<file path="config.mk">
export PLATFORM = sky130hd
export DESIGN_NAME = etb_out
export DESIGN_NICKNAME = d
export VERILOG_FILES = /design/src/hw/rtl/etb_pkg.sv /design/src/hw/rtl/etb_out.sv
export SDC_FILE = /design/constraint.sdc
export NUM_CORES = 1
export LEC_CHECK = 0
export BUFFER_PORTS_ARGS = -buffer_cell sky130_fd_sc_hd__buf_4
export CAP_MARGIN = 20
export CORE_MARGIN = 8
export CORE_UTILIZATION = 25
export CTS_BUF_LIST = sky130_fd_sc_hd__clkbuf_4
export DETAILED_ROUTE_END_ITERATION = 10
export MAX_ROUTING_LAYER = met4
export SLEW_MARGIN = 15
export SYNTH_ARGS = -nofsm -noshare
export SYNTH_HDL_FRONTEND = slang
export SYNTH_SLANG_ARGS = --single-unit
</file>
<file path="constraint.sdc">
create_clock -name i_clk -period 4.3 [get_ports i_clk]
set_clock_uncertainty 0.05 [all_clocks]
set_input_delay 0.43 -clock i_clk [delete_from_list [all_inputs] [get_ports i_clk]]
set_output_delay 0.43 -clock i_clk [all_outputs]
set_load 0.005 [all_outputs]
</file>
<file path="src/hw/rtl/etb_pkg.sv">
package etb_pkg;

    localparam int MAX_TIMERS_DEF = 24;

    localparam logic [1:0] OP_TICK  = 2'd0;
    localparam logic [1:0] OP_READ  = 2'd1;
    localparam logic [1:0] OP_WRITE = 2'd2;

    localparam logic [1:0] CFG_TIMERS    = 2'd0;
    localparam logic [1:0] CFG_ROUTE_CAP = 2'd1;
    localparam logic [1:0] CFG_CAP       = 2'd2;
    localparam logic [1:0] CFG_MSI       = 2'd3;

    localparam logic [9:0] A_CAP_LO = 10'h000;
    localparam logic [9:0] A_CAP_HI = 10'h004;
    localparam logic [9:0] A_GEN    = 10'h010;
    localparam logic [9:0] A_GEN_HI = 10'h014;
    localparam logic [9:0] A_STATUS = 10'h020;
    localparam logic [9:0] A_CNT_LO = 10'h0f0;
    localparam logic [9:0] A_CNT_HI = 10'h0f4;

    localparam logic [4:0] T_CFG      = 5'h00;
    localparam logic [4:0] T_CFG_HI   = 5'h04;
    localparam logic [4:0] T_CMP      = 5'h08;
    localparam logic [4:0] T_CMP_HI   = 5'h0c;
    localparam logic [4:0] T_ROUTE    = 5'h10;
    localparam logic [4:0] T_ROUTE_HI = 5'h14;

    localparam logic [4:0] TIMER_BASE = 5'd8;

    localparam logic [1:0] ST_OK      = 2'd0;
    localparam logic [1:0] ST_BAD_OFF = 2'd1;
    localparam logic [1:0] ST_RANGE   = 2'd2;

    localparam logic K_ACCESS = 1'b0;
    localparam logic K_IRQ    = 1'b1;

    localparam int MODE_LEVEL  = 1;
    localparam int MODE_EN     = 2;
    localparam int MODE_PER    = 3;
    localparam int MODE_SETVAL = 6;
    localparam int MODE_B32    = 8;
    localparam int MODE_FSB_EN = 14;

    localparam logic [15:0] MODE_WMASK   = 16'h7f4e;
    localparam logic [15:0] MODE_RESET   = 16'h0030;
    localparam logic [15:0] MODE_FSB_CAP = 16'h8000;

    localparam logic [4:0] ROUTE_LEGACY0 = 5'd0;
    localparam logic [4:0] ROUTE_LEGACY1 = 5'd8;

    typedef struct packed {
        logic        kind;
        logic [63:0] data;
        logic [1:0]  status;
        logic [4:0]  line;
        logic        level;
    } t_res;

    typedef enum logic [4:0] {
        S_IDLE,
        S_START,
        S_READ,
        S_TWRITE,
        S_TW1,
        S_SCAN,
        S_NEXT,
        S_FIRE0,
        S_DIV,
        S_ADV0,
        S_ADV1,
        S_DIST,
        S_WRAP,
        S_DLINE,
        S_DRV,
        S_DRV2,
        S_RESP,
        S_END
    } t_state;

    typedef enum logic [2:0] {
        C_TICK,
        C_GEN_ON,
        C_GEN_OFF,
        C_CLR,
        C_ONE
    } t_ctx;

endpackage

</file>
<file path="src/hw/rtl/etb_out.sv">
module etb_out (
    input  logic          i_clk,
    input  logic          i_rst_n,
    input  logic          i_push,
    input  etb_pkg::t_res i_word,
    input  logic          i_end,
    output logic          o_push_ready,
    output logic          o_valid,
    input  logic          i_ready,
    output etb_pkg::t_res o_word,
    output logic          o_last
);

    logic          r_out_v;
    logic          r_pend_v;
    logic          r_last;
    etb_pkg::t_res r_out;
    etb_pkg::t_res r_pend;
    logic          w_free;

    assign w_free       = !r_out_v || i_ready;
    assign o_push_ready = w_free;
    assign o_valid      = r_out_v;
    assign o_word       = r_out;
    assign o_last       = r_last;

    // one word held back so the last flag is known when it leaves
    always_ff @(posedge i_clk) begin
        if (!i_rst_n) begin
            r_out_v  <= 1'b0;
            r_pend_v <= 1'b0;
        end else begin
            if (r_out_v && i_ready) begin
                r_out_v <= 1'b0;
            end
            if (w_free && i_push) begin
                if (r_pend_v) begin
                    r_out   <= r_pend;
                    r_last  <= 1'b0;
                    r_out_v <= 1'b1;
                end
                r_pend   <= i_word;
                r_pend_v <= 1'b1;
            end else if (w_free && i_end && r_pend_v) begin
                r_out    <= r_pend;
                r_last   <= 1'b1;
                r_out_v  <= 1'b1;
                r_pend_v <= 1'b0;
            end
        end
    end

endmodule

</file>
# ---- Word-level counts from Yosys, hierarchy flattened
# Cells that the tools add are included.
dict set report classes {
  n_eq_ne 1
  n_mux 12
  n_reduce_logical 9
}
# op count
set op_table {}
lappend op_table {{$mux W73} 3}
lappend op_table {{$mux W1} 9}
lappend op_table {{$logic_and A1 B1 Y1} 4}
lappend op_table {{$reduce_and A3 Y1} 1}
lappend op_table {{$ne A2 B2 Y1 const B} 1}
lappend op_table {{$reduce_and A2 Y1} 1}
lappend op_table {{$reduce_bool A2 Y1} 1}
lappend op_table {{$logic_not A1 Y1} 1}
lappend op_table {{$logic_or A1 B1 Y1} 1}
dict set report totals {
  register_bits 149
  in_bits 78
}

# ---- Depth between registers and ports, before layout
dict set report depth {
  word_depth 6
  ltp_mapped 3
  mapped_depth_nobuf 3
}

# ---- Worst setup path after synthesis
# No wires, ideal clock.
dict set report synth_timing {
  kind {input to register}
  start {input port i_ready}
  end {register r_last (netlist: o_last) (enable)}
  setup_time_ns 0.507
  t_arrival_ns 3.702
  required_ns 3.743
  setup_slack_ns 0.042
  path_stages 3
  path_cell_list {nand2b_4 nand2_1 nor2_1}
}
dict set report synth_via {
  elab_chain_cells 5
  elab_cells_between_ends 7
  classes_between {eq/ne: 1; reduce/logical: 6}
}
# element line
set synth_lines {}
lappend synth_lines {{from (decl)} etb_out.sv:9} ;# input logic i_ready,
lappend synth_lines {{$logic_or A1 B1 Y1 *} etb_out.sv:21} ;# assign w_free = !r_out_v || i_ready;
lappend synth_lines {{$logic_and A1 B1 Y1 (2 in a row)} etb_out.sv:44} ;# end else if (w_free && i_end && r_pend_v) begin
lappend synth_lines {{$reduce_bool A2 Y1 (no line)} --}
lappend synth_lines {{$reduce_and A3 Y1 (no line) *} --}
lappend synth_lines {{to (signal assigned)} etb_out.sv:39} ;# r_last <= 1'b0;
lappend synth_lines {{to (signal assigned)} etb_out.sv:46} ;# r_last <= 1'b1;
lappend synth_lines {{to (decl)} etb_out.sv:16} ;# logic r_last;
# Mark *: on every way between the ends. The rest lies on a longest branch, timed or not.
# A chain may end at the register's enable or synchronous reset.

# ---- Final worst setup path
dict set report layout_timing {
  start {register r_out_v (netlist: o_valid)}
  end {register r_out, in the netlist o_word[16] (enable)}
}
dict set report layout_via {
  elab_chain_cells 6
  elab_cells_between_ends 8
  classes_between {eq/ne: 1; reduce/logical: 7}
}
# element line
set layout_lines {}
lappend layout_lines {{from (decl)} etb_out.sv:14} ;# logic r_out_v;
lappend layout_lines {{from (signal assigned)} etb_out.sv:30} ;# r_out_v <= 1'b0;
lappend layout_lines {{from (signal assigned)} etb_out.sv:34} ;# r_out_v <= 1'b0;
lappend layout_lines {{from (signal assigned)} etb_out.sv:40} ;# r_out_v <= 1'b1;
lappend layout_lines {{$logic_not A1 Y1 *} etb_out.sv:21}
lappend layout_lines {{$logic_or A1 B1 Y1 *} etb_out.sv:21}
lappend layout_lines {{$logic_and A1 B1 Y1 (2 in a row)} etb_out.sv:44}
lappend layout_lines {{$reduce_bool A2 Y1 (no line)} --}
lappend layout_lines {{$reduce_and A3 Y1 (no line) *} --}
lappend layout_lines {{to (signal assigned)} etb_out.sv:38} ;# r_out <= r_pend;
lappend layout_lines {{to (signal assigned)} etb_out.sv:45} ;# r_out <= r_pend;
lappend layout_lines {{to (decl)} etb_out.sv:17} ;# etb_pkg::t_res r_out;
# Marks and branches as above.

==> results.toml <==
[run_status]
outcome = "finished clean"

[sta]
timing_max_transition_violations_final = 0
fmax_mhz = 447
fin_tns_setup_ns = 0
final-hold-violation-count = 0
report.final.setup_viol = 0
worst-slew-pin-transition_ns = 0.981
rsz0062_at_grt = "no"
layout_worst_path_cycle_share = 0.520
period_minus_ws_final_ns = 2.24
tightest_slew_margin_relative_to_the_limit = 0.346

[die]
chipHeight_um = 150
start_util = 0.253
core-area_um2 = 17800
top_level_ports = 154
die_width_um = 150
floorplan.rows = 49
die-area_um2 = 22600

[power_and_ir_drop]
max-vdd-ir-drop_v = 0.000201
cellPowerDensity_nw_per_um2 = 387
power_mw = 2.70
total_leakage_power_nw = 2.59

[synthesis]
yosys-mux-area-fraction = 0
synth_sequential_area_ratio = 0.986
syn_inst_count = 158
synth_seq_cells = 149
synth-warning-count = 0
dominant_combinational_cell_family_by_area_after_synthesis = "simple AND/OR/NAND/NOR gates"
synth-compound-area-share = 0.00471
netlist_area_um2 = 4520
synthesized_area_fraction_occupied_by_adder_cells = 0
netlist-cell-type-count = 9
post_synth_xor_area_fraction = 0
synth_simple_gate_area_share = 0.00887
mappedNetlistNets = 236
synth_area_per_cell_um2 = 28.6

[worst_setup_path]
wp_data_required_ns = 4.41
worstPathBufferInverterCount = 1
critical_path.slowest_cell = "buf_4"
critPathTopFamily = "simple AND/OR/NAND/NOR gates"
timing.critical_path.to_type = "register"
cpPeakStageDelay_ns = 0.63
r2r.worst_path.cells = 4
critical_path.cell_chain = "nand2b_4, nand2_1, nor2_4, buf_4"
arrival_ns = 2.35
crit_fanout = 49
setup.worst_path.class = "register to register"
path_depth = 4
crit_path_start_kind = "register"

[clocking]
clock_tree.root_cell = "clkbuf_4"
cts_tree = "yes"
cts.path.max_buffers = 2
clkTransAtPathRegs_ns = 0.11
clock_latency_ns = 0.52
clock_tree.htree_level_count = 4
post_cts_buffers = 0
clock_sinks = 149
cts_made_buffers = 17

[place]
port_buffers = 153
dp_hpwl_um = 6690
gpl.final_weighted_congestion = 0.652

[drt]
dr.pass1.iters = 4
routedWlPerCell_um = 15.1
route.detailed.drc = 0
dr_total_vias = 2425
postRouteAntennaNets = 0
via_per_inst = 3.76
total_wirelength_um = 9730
drt_iter0_drcs = 70

[grt]
track_usage = 0.0912
total_grt_overflow = 0
first_global_vias = 2852
grt_pass1_wl_um = 14900
grt_start_max_net_pins = 75
antenna_found_initial = 0

[layout]
utilization = 0.390
n_fill_cell = 1593
area.sequential_um2 = 4450
n_antenna_cell = 0
multi_input_area_um2 = 68.8
flow.area_growth_from_synthesis_pct = 54.3
num-nets-final = 482
drive_above_1_share = 0.438

[worst_hold_path]
number_of_stages_on_the_worst_hold_path = 2
hold_path_class = "input pin to register"

[run]
max_cap_violations = 0
==> worst paths after layout <==
path                   startpoint               endpoint  slack, ns
max reg2reg    o_valid$_SDFF_PN0_   o_word[16]$_DFFE_PP_       2.06
min reg2reg  r_pend[38]$_DFFE_PP_   o_word[38]$_DFFE_PP_       0.37
min                       i_rst_n  r_pend_v$_SDFFE_PN0P_       0.11
max            o_valid$_SDFF_PN0_   o_word[16]$_DFFE_PP_       2.06
==> per-layer routing <==
metal | vias up | GRT usage | part of all wire
met2 | 103 | 0.149 | 0.51
li1 | 1135 | - | -
met4 | 0 | 0.0450 | 0.017
met1 | 1176 | 0.0942 | 0.39
met3 | 11 | 0.0373 | 0.082
met5 | - | - | 0
==> logic make-up (layout without fill, tap and decap cells) <==
group                  after synthesis  count (layout)
flip-flops                         149             149
AND/OR/NAND/NOR                      6               6
AO/OA/AOI/OAI                        3               3
buffers and inverters                0             258
==> sequential cells by signal, indices dropped and copies added (netlist names) <==
signal    cells
r_pend       73
o_word       73
o_valid       1
o_last        1
r_pend_v      1
==> layout by cell type (no fill, tap or decap) <==
cell type and instances:
clkbuf_4 17, nand2b_4 1, a21boi_0 1, clkinv_1 6
nor2_4 1, bufinv_16 3, nand2_1 3, edfxtp_1 147
buf_4 154, dlygate4sd3_1 73, a31o_1 1, clkinvlp_4 2
clkinv_2 3, dfxtp_1 2, and3_4 1, o21ai_0 1
==> cells in the mapped netlist <==
library cell,instances,area (um^2)
a21boi_0,1,7.51
a31o_1,1,8.76
and3_4,1,11.3
dfxtp_1,2,40.0
edfxtp_1,147,4410
nand2_1,3,11.3
nand2b_4,1,13.8
nor2_1,1,3.75
o21ai_0,1,5.00
==> worst reg2reg max path, delay by kind of cell, from the launching register on <==
kind,cells,cell delay (ns)
buf+inv,1,0.65
flops,1,0.35
simple gates,3,0.79
==> power breakdown <==
part | internal (mW) | leakage, nW | switching, mW
Clock | 0.385 | 0.142 | 0.453
Combinational | 0.115 | 1.08 | 0.0661
Sequential | 1.66 | 1.38 | 0.0158
==> area by class of cell <==
type                       count  share of cell area
tap                          229              0.0411
clock inverter                14              0.0205
multi-input combinational      9             0.00988
clock buffer                  17              0.0183
sequential                   149               0.639
timing repair buffer         227               0.271
==> stage by stage <==
step / hold slack (ns) / area (um^2) / setup WS [ns] / instances
2_1_floorplan: 0.350 / 4520 / 0.0419 / 158
3_3_place_gp: 0.350 / 5970 / 1.88 / 541
3_5_place_dp: 0.355 / 5970 / 1.79 / 541
4_1_cts: 0.0397 / 6970 / 1.99 / 645
5_1_grt: 0.0503 / 6970 / 1.87 / 645
6_report: 0.112 / 6970 / 2.06 / 645
==> what timing repair did <==
action                    CTS  global route
gates resized for setup     0             0
hold endpoints to repair   73             0
hold buffers               73             0
Power figures use the tool's default switching activity.
